File: src/rtl/cld_pkg.sv
// Types and constants of the charger LED level decoder.
`timescale 1ns / 1ps
`default_nettype none
package cld_pkg;

	localparam int unsigned INTERVAL_W = 24;
	localparam int unsigned LOW_W      = 6;
	localparam int unsigned WAIT_W     = 8;
	localparam int unsigned PERCENT_W  = 7;
	localparam int unsigned CFG_IDX_W  = 3;
	localparam int unsigned CFG_DATA_W = 24;

	localparam logic [INTERVAL_W-1:0] MEASURE_INTERVAL_RST = 24'd100000;
	localparam logic [LOW_W-1:0]      LOW_COUNT_LIMIT_RST  = 6'd56;
	localparam logic [LOW_W-1:0]      EMPTY_THRESHOLD_RST  = 6'd52;
	localparam logic [WAIT_W-1:0]     FIRST_WAIT_RST       = 8'd16;
	localparam logic [WAIT_W-1:0]     SECOND_WAIT_RST      = 8'd11;

	localparam logic [PERCENT_W-1:0] PCT_EMPTY   = 7'd0;
	localparam logic [PERCENT_W-1:0] PCT_QUARTER = 7'd25;
	localparam logic [PERCENT_W-1:0] PCT_HALF    = 7'd50;
	localparam logic [PERCENT_W-1:0] PCT_THREEQ  = 7'd75;
	localparam logic [PERCENT_W-1:0] PCT_FULL    = 7'd100;

	typedef enum logic [CFG_IDX_W-1:0] {
		CFG_MEASURE_INTERVAL = 3'd0,
		CFG_LOW_COUNT_LIMIT  = 3'd1,
		CFG_EMPTY_THRESHOLD  = 3'd2,
		CFG_FIRST_WAIT       = 3'd3,
		CFG_SECOND_WAIT      = 3'd4
	} cfg_idx_t;

	typedef enum logic [3:0] {
		PH_IDLE   = 4'd0,
		PH_SYNC1  = 4'd1,
		PH_PAUSE  = 4'd2,
		PH_SYNC2  = 4'd3,
		PH_LOWCNT = 4'd4,
		PH_WAIT1  = 4'd5,
		PH_ACHK2  = 4'd6,
		PH_BCHK2  = 4'd7,
		PH_WAIT2  = 4'd8,
		PH_CCHK2  = 4'd9
	} phase_t;

	typedef struct packed {
		logic [INTERVAL_W-1:0] measure_interval;
		logic [LOW_W-1:0]      low_count_limit;
		logic [LOW_W-1:0]      empty_threshold;
		logic [WAIT_W-1:0]     first_wait;
		logic [WAIT_W-1:0]     second_wait;
	} cld_cfg_t;

	typedef struct packed {
		logic                 valid;
		logic [PERCENT_W-1:0] percent;
	} cld_result_t;

endpackage
`default_nettype wire

File: src/rtl/cld_ifs.sv
// Handshake channel interfaces of the charger LED level decoder.
`timescale 1ns / 1ps
`default_nettype none
interface cld_pins_if;
	logic valid;
	logic ready;
	logic level_pin_a;
	logic level_pin_b;

	modport source (output valid, output level_pin_a, output level_pin_b, input ready);
	modport sink (input valid, input level_pin_a, input level_pin_b, output ready);
endinterface

interface cld_level_if;
	import cld_pkg::*;
	logic                 valid;
	logic                 ready;
	logic [PERCENT_W-1:0] level_percent;

	modport source (output valid, output level_percent, input ready);
	modport sink (input valid, input level_percent, output ready);
endinterface

interface cld_cfg_if;
	import cld_pkg::*;
	logic                  valid;
	logic                  ready;
	logic [CFG_IDX_W-1:0]  index;
	logic [CFG_DATA_W-1:0] data;

	modport source (output valid, output index, output data, input ready);
	modport sink (input valid, input index, input data, output ready);
endinterface
`default_nettype wire

File: src/rtl/cld_fsm.sv
// Measurement sequencer: interval timer, pin sync, low count and level checks.
`timescale 1ns / 1ps
`default_nettype none
module cld_fsm (
	input  wire logic                 clk,
	input  wire logic                 arst_n,
	input  wire logic                 accept,
	input  wire logic                 pin_a,
	input  wire logic                 pin_b,
	input  wire cld_pkg::cld_cfg_t    cfg,
	output cld_pkg::cld_result_t      res
);
	import cld_pkg::*;

	phase_t                phase_q, phase_d;
	logic [INTERVAL_W-1:0] interval_q, interval_d;
	logic [LOW_W-1:0]      low_q, low_d;
	logic [WAIT_W-1:0]     wait_q, wait_d;
	logic [WAIT_W-1:0]     wait_inc;
	logic [INTERVAL_W-1:0] interval_inc;
	logic                  low_more;

	assign wait_inc     = (wait_q != {WAIT_W{1'b1}}) ? wait_q + 1'b1 : wait_q;
	assign interval_inc = (interval_q != {INTERVAL_W{1'b1}}) ? interval_q + 1'b1 : interval_q;
	assign low_more     = !pin_a && (low_q < cfg.low_count_limit);

	always_comb begin
		phase_d     = phase_q;
		interval_d  = interval_inc;
		low_d       = low_q;
		wait_d      = wait_q;
		res.valid   = 1'b0;
		res.percent = PCT_EMPTY;
		if (phase_q == PH_IDLE && interval_q > cfg.measure_interval) begin
			// The start tick samples no pins.
			interval_d = '0;
			low_d      = '0;
			phase_d    = PH_SYNC1;
		end else begin
			case (phase_q)
				PH_IDLE: begin
				end
				PH_SYNC1: begin
					if (!pin_a) phase_d = PH_PAUSE;
				end
				PH_PAUSE: begin
					phase_d = PH_SYNC2;
				end
				PH_SYNC2, PH_LOWCNT: begin
					if (phase_q == PH_SYNC2 && pin_a) begin
						phase_d = PH_SYNC2;
					end else if (low_more) begin
						low_d   = low_q + 1'b1;
						phase_d = PH_LOWCNT;
					end else if (low_q > cfg.empty_threshold) begin
						res.valid   = 1'b1;
						res.percent = PCT_EMPTY;
						phase_d     = PH_IDLE;
					end else begin
						wait_d  = '0;
						phase_d = PH_WAIT1;
					end
				end
				PH_WAIT1: begin
					wait_d = wait_inc;
					if (wait_inc >= cfg.first_wait) begin
						if (pin_a) begin
							phase_d = PH_ACHK2;
						end else if (!pin_b) begin
							phase_d = PH_BCHK2;
						end else begin
							wait_d  = '0;
							phase_d = PH_WAIT2;
						end
					end
				end
				PH_ACHK2: begin
					if (pin_a) begin
						res.valid   = 1'b1;
						res.percent = PCT_FULL;
						phase_d     = PH_IDLE;
					end else if (!pin_b) begin
						phase_d = PH_BCHK2;
					end else begin
						wait_d  = '0;
						phase_d = PH_WAIT2;
					end
				end
				PH_BCHK2: begin
					if (!pin_b) begin
						res.valid   = 1'b1;
						res.percent = PCT_QUARTER;
						phase_d     = PH_IDLE;
					end else begin
						wait_d  = '0;
						phase_d = PH_WAIT2;
					end
				end
				PH_WAIT2: begin
					wait_d = wait_inc;
					if (wait_inc >= cfg.second_wait) begin
						if (pin_b) begin
							phase_d = PH_CCHK2;
						end else begin
							res.valid   = 1'b1;
							res.percent = PCT_HALF;
							phase_d     = PH_IDLE;
						end
					end
				end
				PH_CCHK2: begin
					res.valid   = 1'b1;
					res.percent = pin_b ? PCT_THREEQ : PCT_HALF;
					phase_d     = PH_IDLE;
				end
				default: begin
					phase_d = PH_IDLE;
				end
			endcase
		end
	end

	always_ff @(posedge clk or negedge arst_n) begin
		if (!arst_n) begin
			phase_q    <= PH_IDLE;
			interval_q <= '0;
			low_q      <= '0;
			wait_q     <= '0;
		end else if (accept) begin
			phase_q    <= phase_d;
			interval_q <= interval_d;
			low_q      <= low_d;
			wait_q     <= wait_d;
		end
	end

endmodule
`default_nettype wire

File: src/rtl/charger_led_level_decoder.sv
// Top level of the charger LED level decoder: config registers and result register.
// A result word is valid in the cycle after the pin word that completes it.
// Throughput: one pin word per cycle; a held result stalls input only while unread.
// Each word updates the sequencer state through one level of logic into its registers.
// Reset clears the sequencer to idle, counters to zero and config registers to their defaults.
// Configuration writes are always accepted and take effect on the next word.
`timescale 1ns / 1ps
`default_nettype none
module charger_led_level_decoder (
	input  wire logic clk,
	input  wire logic arst_n,
	cld_pins_if.sink  pins,
	cld_level_if.source level,
	cld_cfg_if.sink   cfg
);
	import cld_pkg::*;

	cld_cfg_t              cfg_q;
	cld_result_t           res;
	logic                  accept;
	logic                  out_valid_q;
	logic [PERCENT_W-1:0]  percent_q;

	assign pins.ready = !out_valid_q || level.ready;
	assign accept     = pins.valid && pins.ready;
	assign cfg.ready  = 1'b1;

	always_ff @(posedge clk or negedge arst_n) begin
		if (!arst_n) begin
			cfg_q.measure_interval <= MEASURE_INTERVAL_RST;
			cfg_q.low_count_limit  <= LOW_COUNT_LIMIT_RST;
			cfg_q.empty_threshold  <= EMPTY_THRESHOLD_RST;
			cfg_q.first_wait       <= FIRST_WAIT_RST;
			cfg_q.second_wait      <= SECOND_WAIT_RST;
		end else if (cfg.valid) begin
			case (cfg.index)
				CFG_MEASURE_INTERVAL: cfg_q.measure_interval <= cfg.data[INTERVAL_W-1:0];
				CFG_LOW_COUNT_LIMIT:  cfg_q.low_count_limit  <= cfg.data[LOW_W-1:0];
				CFG_EMPTY_THRESHOLD:  cfg_q.empty_threshold  <= cfg.data[LOW_W-1:0];
				CFG_FIRST_WAIT:       cfg_q.first_wait       <= cfg.data[WAIT_W-1:0];
				CFG_SECOND_WAIT:      cfg_q.second_wait      <= cfg.data[WAIT_W-1:0];
				default: begin
				end
			endcase
		end
	end

	cld_fsm u_fsm (
		.clk    (clk),
		.arst_n (arst_n),
		.accept (accept),
		.pin_a  (pins.level_pin_a),
		.pin_b  (pins.level_pin_b),
		.cfg    (cfg_q),
		.res    (res)
	);

	// The result register refills in the same cycle that its word is taken.
	always_ff @(posedge clk or negedge arst_n) begin
		if (!arst_n) begin
			out_valid_q <= 1'b0;
		end else if (accept && res.valid) begin
			out_valid_q <= 1'b1;
		end else if (level.ready) begin
			out_valid_q <= 1'b0;
		end
	end

	always_ff @(posedge clk) begin
		if (accept && res.valid) begin
			percent_q <= res.percent;
		end
	end

	assign level.valid         = out_valid_q;
	assign level.level_percent = percent_q;

endmodule
`default_nettype wire

File: src/flat_wrapper.sv
// flat-port wrapper written by rule: the top's interface ports become plain ports
module charger_led_level_decoder_flat import cld_pkg::*;
  (clk, arst_n, pins_valid, pins_level_pin_a, pins_level_pin_b, pins_ready, level_valid, level_level_percent, level_ready, cfg_valid, cfg_index, cfg_data, cfg_ready);
  cld_pins_if pins_i ();
  cld_level_if level_i ();
  cld_cfg_if cfg_i ();
  input  wire logic clk;
  input  wire logic arst_n;
  input wire logic [$bits(pins_i.valid)-1:0] pins_valid;
  input wire logic [$bits(pins_i.level_pin_a)-1:0] pins_level_pin_a;
  input wire logic [$bits(pins_i.level_pin_b)-1:0] pins_level_pin_b;
  output wire logic [$bits(pins_i.ready)-1:0] pins_ready;
  output wire logic [$bits(level_i.valid)-1:0] level_valid;
  output wire logic [$bits(level_i.level_percent)-1:0] level_level_percent;
  input wire logic [$bits(level_i.ready)-1:0] level_ready;
  input wire logic [$bits(cfg_i.valid)-1:0] cfg_valid;
  input wire logic [$bits(cfg_i.index)-1:0] cfg_index;
  input wire logic [$bits(cfg_i.data)-1:0] cfg_data;
  output wire logic [$bits(cfg_i.ready)-1:0] cfg_ready;
  assign pins_i.valid = pins_valid;
  assign pins_i.level_pin_a = pins_level_pin_a;
  assign pins_i.level_pin_b = pins_level_pin_b;
  assign pins_ready = pins_i.ready;
  assign level_valid = level_i.valid;
  assign level_level_percent = level_i.level_percent;
  assign level_i.ready = level_ready;
  assign cfg_i.valid = cfg_valid;
  assign cfg_i.index = cfg_index;
  assign cfg_i.data = cfg_data;
  assign cfg_ready = cfg_i.ready;
  charger_led_level_decoder u_core (.clk(clk), .arst_n(arst_n), .pins(pins_i), .level(level_i), .cfg(cfg_i));
endmodule
File: config.mk
export PLATFORM = sky130hd
export DESIGN_NAME = charger_led_level_decoder_flat
export DESIGN_NICKNAME = d
export VERILOG_FILES = /design/src/rtl/cld_pkg.sv /design/src/rtl/cld_ifs.sv /design/src/rtl/cld_fsm.sv /design/src/rtl/charger_led_level_decoder.sv /design/src/flat_wrapper.sv
export SDC_FILE = /design/constraint.sdc
export NUM_CORES = 1
export LEC_CHECK = 0
export BUFFER_PORTS_ARGS = -buffer_cell sky130_fd_sc_hd__buf_2
export CAP_MARGIN = 40
export CORE_MARGIN = 8
export CORE_UTILIZATION = 41
export CTS_BUF_LIST = sky130_fd_sc_hd__clkbuf_4
export DETAILED_ROUTE_END_ITERATION = 8
export SLEW_MARGIN = 20
export SYNTH_ARGS = -nofsm -noshare
export SYNTH_HDL_FRONTEND = slang
export SYNTH_SLANG_ARGS = --single-unit
File: constraint.sdc
create_clock -name clk -period 3.89 [get_ports clk]
set_clock_uncertainty 0.05 [all_clocks]
set_input_delay 0.1945 -clock clk [delete_from_list [all_inputs] [get_ports clk]]
set_output_delay 0.1945 -clock clk [all_outputs]
set_load 0.03 [all_outputs]
==> impl_metrics.tcl, run 1 <==
set metrics [dict create \
    outcome "completed" \
    synthSimpleGateAreaFrac_pct 18.7 \
    wl_per_cell_um 15.7 \
    synthTopCellsByArea "dfrtp_1 (32%), ha_1 (11%), dfstp_2 (6.9%)" \
    cts_tree "built" \
    path_cells "ha_1, nand2_1, nor2_1, nand2_1, nand3_1, xor2_1, inv_1, ha_1, a21oi_1, o21ai_0, a211o_1, a211oi_1, nand4b_1, o21ai_1, a221o_1" \
    htreeDepth 3 \
    hp-class "primary input to register" \
    ys_seq_area_share_pct 42.1 \
    rsz0062_at_grt "false" \
    rr_startpoint "u_core.u_fsm.wait_q[0]" \
    place_area_um2 6500 \
    arrival_ns 3.71 \
    fin_crit_sh_pct 87.0 \
    critPathKind "register to register" \
    synthAdderAreaFrac_pct 11.0 \
    die_x_um 138 \
    fin_tns_setup_ns 0 \
    synth_area_um2 6120 \
    tightest_slew_ns 0.690 \
    dr.pass1.iters 5 \
    path_delay_family "compound AO/OA/AOI/OAI gates" \
    finalPower_mw 3.39 \
    power.density_nw_per_um2 490 \
    wirelength_um 14400 \
    filler_cell_count 1364 \
    num_rows 44 \
    fmax_mhz 296 \
    gp_congestion 0.829 \
    regArea_um2 2580 \
    first_global_vias 5033 \
    grt_max_degree 48 \
    areaGrowthSynthToFinish_pct 13.1 \
    synth_nets 758 \
    clock-root-buffer "clkbuf_4" \
    synth_top_area_share_pct 32.3 \
    crit_fanout 7 \
    numCtsBuffers 9 \
    core_area_um2 14600 \
    slew_violations 0 \
    startpoint_type "register" \
    slew_headroom_pct 53.5 \
    ys.flop_type "dfrtp_1" \
    finalSetupViolCount 0 \
    p_leak_nw 3.18 \
    port_buffers 42 \
    ys_warn_count 0 \
    dieArea_um2 19100 \
    async_flop_share_pct 94.1 \
    dp_hpwl_um 10600 \
    nNetsFinal 817 \
    yosys-mux-area-fraction_pct 2.90 \
    synth_top_cell_by_area "dfrtp_1" \
    cts.clk_slew.worst_paths_ns 0.18 \
    dp.cells 875 \
    initial_core_util_pct 42.0 \
    grt_pass1_wl_um 24200 \
    clock_tree.buffer_depth 2 \
    end_kind "register" \
    stdcell_count 919 \
    vdd_drop_max_mv 0.258 \
    clock-sinks 101 \
    synth-edff-count 6 \
    synth_cells 670 \
    io_pins 44 \
    path_buf_inv 1 \
    synth_seq_cells 101 \
    period_needed_ns 3.38 \
    ys_types 69 \
    grt-ovfl-total 0 \
    final-hold-violation-count 0 \
    clk_latency_ns 0.49 \
    synth_xor_area_share_pct 4.01 \
    drt_iter0_markers 282 \
    drc 0 \
    critPathMaxStageDelay_ns 0.46 \
    hp-start "cfg_index[0]" \
    regToRegSetupSlack_ns 0.51 \
    multiInputGateArea_um2 3210 \
    syn_avg_cell_area_um2 9.14 \
    synth_top_family_by_area "simple AND/OR/NAND/NOR gates" \
    fin_util_pct 47.5 \
    stdcell_area_um2 6920 \
    num_vias 4875 \
    required_ns 4.22 \
    die_height_um 138 \
    drt-vias-per-instance 5.30 \
    max_cap_violations 0 \
    drtAntennaViolNets 0 \
    synth_compound_area_share_pct 15.6 \
    antenna_found_initial 1 \
    drive_gt1_share_pct 14.2 \
    track_usage_pct 15.2 \
    startpoint "u_core.u_fsm.wait_q[0]" \
    crit_slowest_cell "dfrtp_1" \
]
-- final timing paths --
path,cells past startpoint,endpoint
max,15,u_core.u_fsm.phase_q[2]
min,4,u_core.cfg_q[18]
max reg2reg,15,u_core.u_fsm.phase_q[2]
min reg2reg,2,u_core.cfg_q[44]
max in group asynchronous,3,u_core.cfg_q[38]
min in group asynchronous,2,u_core.u_fsm.interval_q[21]
-- metrics by stage --
step           hold WS, ns  worst slack [ns]
2_1_floorplan       -0.151             0.879
3_3_place_gp         0.349             0.645
3_5_place_dp         0.172             0.503
4_1_cts             0.0372             0.475
5_1_grt             0.0693             0.166
6_report            0.0792             0.508
-- where the power goes --
part | internal, mW | total [mW] | switching (mW)
logic | 0.539 | 1.26 | 0.718
registers | 1.29 | 1.54 | 0.245
clock network | 0.206 | 0.596 | 0.390
-- sequential cells by signal (all words and copies together), names as in the netlist --
signal	flops
u_core.cfg_q	52
u_core.u_fsm.interval_q	24
u_core.u_fsm.wait_q	8
u_core.level.level_percent	6
u_core.u_fsm.low_q	6
u_core.u_fsm.phase_q	4
u_core.level.valid	1
-- tightest hold or removal path: stages --
cell and delay, ns:
buf_2 0.13, nor2_1 0.14, nand2_1 0.09, o21ai_0 0.07
-- cell families (layout without fill, tap and decap cells) --
group                    Yosys count  count (layout)
AO/OA/AOI/OAI                    145             145
XOR/XNOR                          28              28
adder cells (fa/ha/maj)           54              54
buffers and inverters             87             151
flip-flops                       101             101
multiplexers                      16              16
other                              1               2
AND/OR/NAND/NOR                  238             238
-- cells in the final DEF (no fill, tap or decap), types with 9 or more instances in the layout --
| cell | count |
|---|---|
| nand2_1 | 93 |
| dfrtp_1 | 79 |
| inv_1 | 62 |
| o21ai_0 | 54 |
| ha_1 | 54 |
| nor2_1 | 44 |
| buf_2 | 41 |
| dlygate4sd3_1 | 27 |
| a21oi_1 | 26 |
| xor2_1 | 22 |
| nand3_1 | 19 |
| nand4_1 | 18 |
| dfstp_2 | 16 |
| mux2_2 | 14 |
| nand2b_1 | 13 |
| nor3_1 | 10 |
| clkbuf_4 | 9 |
-- per-layer routing --
layer  share of wire, %  GRT usage [%]
met3                3.4           4.14
met5                  0              0
met1                 45           17.3
met2                 50           26.5
met4                2.3           6.06
-- cell usage after synthesis (all sizes together) (4+ instances only) --
cell / n
nand2: 93
dfrtp: 79
inv: 62
o21ai: 58
ha: 54
nor2: 44
a21oi: 27
xor2: 22
nand3: 19
nand4: 18
clkbuf: 16
dfstp: 16
mux2: 14
nand2b: 13
nor3: 11
buf: 9
and2: 8
nor2b: 7
a211o: 6
a21o: 6
edfxtp: 6
xnor2: 6
a31oi: 5
and3: 5
a211oi: 4
a21boi: 4
o211ai: 4
o31ai: 4
-- area by class of cell --
type                            instances  area share [%]
Clock inverter                          7            1.14
Clock buffer                            9           0.976
Sequential cell                       101            37.2
Inverter                               62            3.36
Antenna cell                            1          0.0361
Timing Repair Buffer                   73            7.59
Multi-Input combinational cell        482            46.3
Tap cell                              184            3.33
-- repair_timing --
item | 4_1_cts | 5_1_grt
gates resized for setup | 0 | 0
hold endpoints to repair | 90 | 0
hold buffers | 27 | 0
setup buffers | 0 | 0
Power figures use the tool's default switching activity.
==> run 2, diff against run 1 <==
Settings changed: SYNTH_HIERARCHICAL set to 1.
==> run 2 against run 1 <==
- via count decreased by 2.0%
- fmax fell by 5.4%
- synthesized cell count decreased by 7.5%
- the run now ends with DRC left
- critical path type unchanged
- first-iteration DRC count fell by 7.4%
- core utilization is 0.21 points lower
- hold slack better by 0.013 ns
==> impl_metrics.tcl, run 2 <==
set metrics [dict create \
    vdd_drop_max_mv 0.233 \
    cts.clk_slew.worst_paths_ns 0.17 \
    end_kind "register" \
    clock-sinks 102 \
    synth-edff-count 7 \
    synth_commonest_cells "dfrtp_1 (79), inv_1 (63), ha_1 (54)" \
    arrival_ns 3.91 \
    cts_setup_buffers 0 \
    dp_hpwl_um 10300 \
    syn_avg_cell_area_um2 10.0 \
    areaGrowthSynthToFinish_pct 13.9 \
    synth_area_um2 6210 \
    gp_congestion 0.856 \
    fin_crit_sh_pct 92.0 \
    clock_tree.buffer_depth 2 \
    grt-ovfl-total 0 \
    drt-vias-per-instance 5.43 \
    final-hold-violation-count 0 \
    synth_top_area_share_pct 31.8 \
    path_buf_inv 0 \
    cts_tree "built" \
    rr_startpoint "u_core/u_fsm/wait_q[0]" \
    critPathMaxStageDelay_ns 0.49 \
    largest_reg_flops 52 \
    path_cells "ha_1, and3_1, nand3_2, xnor2_2, ha_1, nand2b_1, a211o_1, a211oi_1, o21bai_1, o2111a_1, nor2_1, mux2_2" \
    period_needed_ns 3.58 \
    slew_violations 0 \
    drive_gt1_share_pct 21.0 \
    wirelength_um 13700 \
    port_buffers 42 \
    synth_seq_cells 102 \
    dieArea_um2 19300 \
    slew_headroom_pct 53.2 \
    numCtsBuffers 9 \
    startpoint_type "register" \
    dr.pass1.iters 6 \
    nNetsFinal 775 \
    tightest_slew_ns 0.692 \
    synth_cells 620 \
    htreeDepth 3 \
    grt_pass1_wl_um 23500 \
    required_ns 4.22 \
    antenna_found_initial 0 \
    clk_latency_ns 0.50 \
    crit_fanout 8 \
    ys_seq_area_share_pct 42.0 \
    path_common_cell "ha_1" \
    path_delay_family "compound AO/OA/AOI/OAI gates" \
    die_x_um 139 \
    max_cap_violations 0 \
    track_usage_pct 14.7 \
    power.density_nw_per_um2 476 \
    clock-root-buffer "clkbuf_4" \
    drc 1 \
    ys.flop_type "dfrtp_1" \
    place_area_um2 6610 \
    finalPower_mw 3.37 \
    whs_ns 0.0922 \
    fmax_mhz 280 \
    startpoint "u_core/u_fsm/wait_q[0]" \
    io_pins 44 \
    p_leak_nw 3.31 \
    async_flop_share_pct 93.1 \
    crit_slowest_cell "dfrtp_1" \
    drt-met1-wl_um 6430 \
    top_register "u_core/cfg_q" \
    violations "DRC" \
    met3_length_um 528 \
    fin_tns_setup_ns 0 \
    synth_nets 708 \
    num_vias 4779 \
    num_rows 45 \
    synthTopCellsByArea "dfrtp_1 (32%), ha_1 (11%), mux2_2 (9.4%)" \
    antennaDiodeCount 0 \
    critPathKind "register to register" \
    synth_top_cell_by_area "dfrtp_1" \
    layout_common_cells "dfrtp_1 (79), inv_1 (63), ha_1 (54), mux2_2 (52), nand2_1 (48)" \
    stdcell_area_um2 7080 \
    fin_util_pct 47.2 \
    wl_per_cell_um 15.5 \
    ys_types 69 \
    initial_core_util_pct 41.5 \
    yosysMostFrequentCell "dfrtp_1" \
    die_height_um 139 \
    first_global_vias 4826 \
    reg_top3 "u_core/cfg_q x52, u_core/u_fsm/interval_q x24, u_core/u_fsm/wait_q x8" \
    drtAntennaViolNets 0 \
    topRoutingLayerUsed "met4" \
    core_area_um2 15000 \
    grt_max_degree 43 \
    ys_warn_count 6 \
    final_common_cell "dfrtp_1" \
    rsz0062_at_grt "false" \
    routed-wl-met2_um 6610 \
    drt_iter0_markers 261 \
    finalSetupViolCount 0 \
    outcome "finished with violations" \
    hp-class "primary input to async pin" \
    filler_cell_count 1386 \
]
## run 2: metrics by stage
stage / cells / setup slack [ns]
6_report: 880 / 0.313
2_1_floorplan: 620 / 0.607
4_1_cts: 880 / 0.0582
5_1_grt: 880 / 0.0912
3_5_place_dp: 836 / 0.0881
3_3_place_gp: 834 / 0.256
## run 2: routing by layer
layer	vias up	global-route usage [%]
li1	2354	-
met1	2344	18.3
met2	74	24.5
met3	7	4.13
met4	0	4.04
met5	-	0
## run 2: logic make-up (layout without fill, tap and decap cells)
| group | Yosys count | in the layout | share of synthesized area, % |
|---|---|---|---|
| buffers and inverters | 85 | 157 | 5.74 |
| multiplexers | 57 | 57 | 10.3 |
| other | 1 | 1 | 0.0604 |
| AO/OA/AOI/OAI | 113 | 113 | 11.6 |
| XOR/XNOR | 12 | 12 | 1.69 |
| adder cells (fa/ha/maj) | 54 | 54 | 10.9 |
| flip-flops | 102 | 102 | 42.0 |
| AND/OR/NAND/NOR | 196 | 196 | 17.7 |
## run 2: power breakdown
group          switching [mW]  internal [mW]
logic                   0.647          0.545
registers               0.229           1.32
clock network           0.362          0.268
## run 2: repair_timing
action	CTS	global route
endpoints found under the hold margin	112	0
setup endpoints to repair	0	8
hold buffers	28	0
gates resized for setup	0	5
## run 2: layout make-up
| cell class | count | area [um2] | area share, % |
|---|---|---|---|
| Clock buffer | 10 | 75.1 | 1.06 |
| Clock inverter | 6 | 85.1 | 1.20 |
| Inverter | 63 | 236 | 3.34 |
| Multi-Input combinational cell | 433 | 3270 | 46.3 |
| Sequential cell | 102 | 2610 | 36.9 |
| Tap cell | 188 | 235 | 3.32 |
| Timing Repair Buffer | 78 | 563 | 7.96 |
## run 2: worst paths after layout
path	slack, ns	to	cells after the start
setup / recovery	0.31	u_core/u_fsm/phase_q[1]	12
max in group asynchronous	2.67	u_core/cfg_q[38]	4
hold reg to reg	0.46	u_core/cfg_q[42]	1
hold / removal	0.09	u_core/u_fsm/interval_q[0]	2
setup reg to reg	0.31	u_core/u_fsm/phase_q[1]	12
min in group clk	0.15	u_core/cfg_q[21]	3
## run 2: worst reg2reg max path, stage by stage (launching register included)
cell and delay [ns]:
dfrtp_1 0.49, ha_1 0.22, and3_1 0.25, nand3_2 0.21, xnor2_2 0.26, ha_1 0.27, nand2b_1 0.14, a211o_1 0.30
a211oi_1 0.23, o21bai_1 0.15, o2111a_1 0.32, nor2_1 0.22, mux2_2 0.36
==> run 3, diff against run 2 <==
Settings changed: CTS_BUF_LIST sky130_fd_sc_hd__clkbuf_4 to sky130_fd_sc_hd__clkbuf_16.
==> run 3 against run 2 <==
- the flow now finishes without violations
- die area is the same
- hold slack lost 0.062 ns
- total power grew 8.3%
- critical path depth is the same
- fmax grew 1.1%
- flip-flop and latch count is the same
- clock power grew 48%
- sequential power is essentially flat
- core utilization shrank 0.74 points
- largest power group unchanged
- largest cell class unchanged
- first-iteration DRC count shrank 3.4%
- sequential share of layout area grew 0.59 points
==> impl_metrics.tcl, run 3 (same netlist as run 2, synthesis figures left out) <==
set metrics [dict create \
    clock-root-buffer "clkbuf_16" \
    num_rows 45 \
    first_global_vias 4763 \
    vdd_drop_max_mv 0.284 \
    place_area_um2 6610 \
    nNetsFinal 749 \
    crit_fanout 8 \
    arrival_ns 3.72 \
    dp_hpwl_um 10300 \
    num_vias 4716 \
    clk_latency_ns 0.35 \
    path_common_cell "ha_1" \
    clock_tree.buffer_depth 2 \
    die_height_um 139 \
    drtAntennaViolNets 0 \
    max_cap_violations 0 \
    drc 0 \
    grt_pass1_wl_um 23300 \
    end_kind "register" \
    port_buffers 42 \
    stdcell_area_um2 6960 \
    largest_reg_flops 52 \
    cts_setup_buffers 0 \
    initial_core_util_pct 41.5 \
    areaGrowthSynthToFinish_pct 12.1 \
    outcome "completed" \
    clock-sinks 102 \
    tightest_slew_ns 0.689 \
    power.density_nw_per_um2 524 \
    track_usage_pct 14.5 \
    drt-vias-per-instance 5.52 \
    dieArea_um2 19300 \
    whs_ns 0.0304 \
    finalSetupViolCount 0 \
    critPathMaxStageDelay_ns 0.46 \
    critPathKind "register to register" \
    antennaDiodeCount 0 \
    antenna_found_initial 0 \
    path_delay_family "compound AO/OA/AOI/OAI gates" \
    numCtsBuffers 9 \
    fin_tns_setup_ns 0 \
    p_leak_nw 3.27 \
    top_register "u_core/cfg_q" \
    drive_gt1_share_pct 21.6 \
    cts.clk_slew.worst_paths_ns 0.07 \
    htreeDepth 3 \
    final-hold-violation-count 0 \
    reg_top3 "u_core/cfg_q x52, u_core/u_fsm/interval_q x24, u_core/u_fsm/wait_q x8" \
    wirelength_um 13400 \
    core_area_um2 15000 \
    fin_ws_ns 0.353 \
    slew_headroom_pct 53.4 \
    dr.pass1.iters 4 \
    die_x_um 139 \
    path_cells "ha_1, and3_1, nand3_2, xnor2_2, ha_1, nand2b_1, a211o_1, a211oi_1, o21bai_1, o2111a_1, nor2_1, mux2_2" \
    finalPower_mw 3.65 \
    cts_tree "built" \
    io_pins 44 \
    dp_slack_ns 0.0881 \
    slew_violations 0 \
    fmax_mhz 283 \
    period_needed_ns 3.54 \
    grt-ovfl-total 0 \
    rsz0062_at_grt "false" \
    hp-class "primary input to register" \
    crit_slowest_cell "dfrtp_1" \
    wl_per_cell_um 15.7 \
    gp_congestion 0.856 \
    final_common_cell "dfrtp_1" \
    drt_iter0_markers 252 \
    required_ns 4.07 \
    startpoint_type "register" \
    layout_common_cells "dfrtp_1 (79), inv_1 (64), ha_1 (54), mux2_2 (52), nand2_1 (48)" \
    fin_crit_sh_pct 90.9 \
    grt_max_degree 43 \
    path_buf_inv 0 \
]
[run 3: changes by cell type in the layout (fill, tap and decap cells not counted), sizes merged]
| cell | change |
|---|---|
| dlygate4sd3 | -26 |
| bufinv | -1 |
| inv | +1 |
[run 3: worst register-to-register path, cell delays in order (launching register included)]
cell and delay, ns:
dfrtp_1 0.46, ha_1 0.22, and3_1 0.25, nand3_2 0.21
xnor2_2 0.26, ha_1 0.27, nand2b_1 0.14, a211o_1 0.30
a211oi_1 0.22, o21bai_1 0.15, o2111a_1 0.32, nor2_1 0.22
mux2_2 0.36
[run 3: path summary, 6_finish.rpt]
check | from | to | slack (ns) | cells after the start
max | u_core/u_fsm/wait_q[0] | u_core/u_fsm/phase_q[1] | 0.35 | 12
min | cfg_data[11] | u_core/cfg_q[39] | 0.03 | 2
max reg2reg | u_core/u_fsm/wait_q[0] | u_core/u_fsm/phase_q[1] | 0.35 | 12
min reg2reg | u_core/cfg_q[42] | u_core/cfg_q[42] | 0.44 | 1
max in group asynchronous | arst_n | u_core/cfg_q[43] | 2.52 | 4
min in group asynchronous | arst_n | u_core/u_fsm/wait_q[2] | 0.26 | 2
[run 3: power by group]
| group | internal [mW] | leakage (nW) | switching, mW |
|---|---|---|---|
| logic | 0.527 | 1.88 | 0.641 |
| clock network | 0.535 | 0.154 | 0.394 |
| registers | 1.32 | 1.24 | 0.228 |
| total | 2.38 | 3.27 | 1.26 |
[run 3: final cells by class]
cell class	count	area (um2)
Timing Repair Buffer	52	303
Clock inverter	6	58.8
Tap cell	188	235
Fill cell	1406	8010
Inverter	63	236
Clock buffer	10	250
Multi-Input combinational cell	433	3270
Sequential cell	102	2610
[run 3: what timing repair did]
action,4_1_cts,5_1_grt
resized for setup,0,5
hold buffers,2,0
endpoints found under the setup margin,0,8
hold endpoints to repair,26,0
[run 3: stage by stage]
stage | util, % | instances
2_1_floorplan | - | 620
3_3_place_gp | 44.0 | 834
3_5_place_dp | 44.1 | 836
4_1_cts | 46.3 | 854
5_1_grt | 46.5 | 854
6_report | 46.5 | 854
[run 3: routing by layer]
layer	wire length, um	track usage [%]	vias up
met1	6370	18.3	2311
met2	6420	24.3	81
met3	497	3.51	14
met5	0	0	-
li1	-	-	2310
met4	155	4.04	0
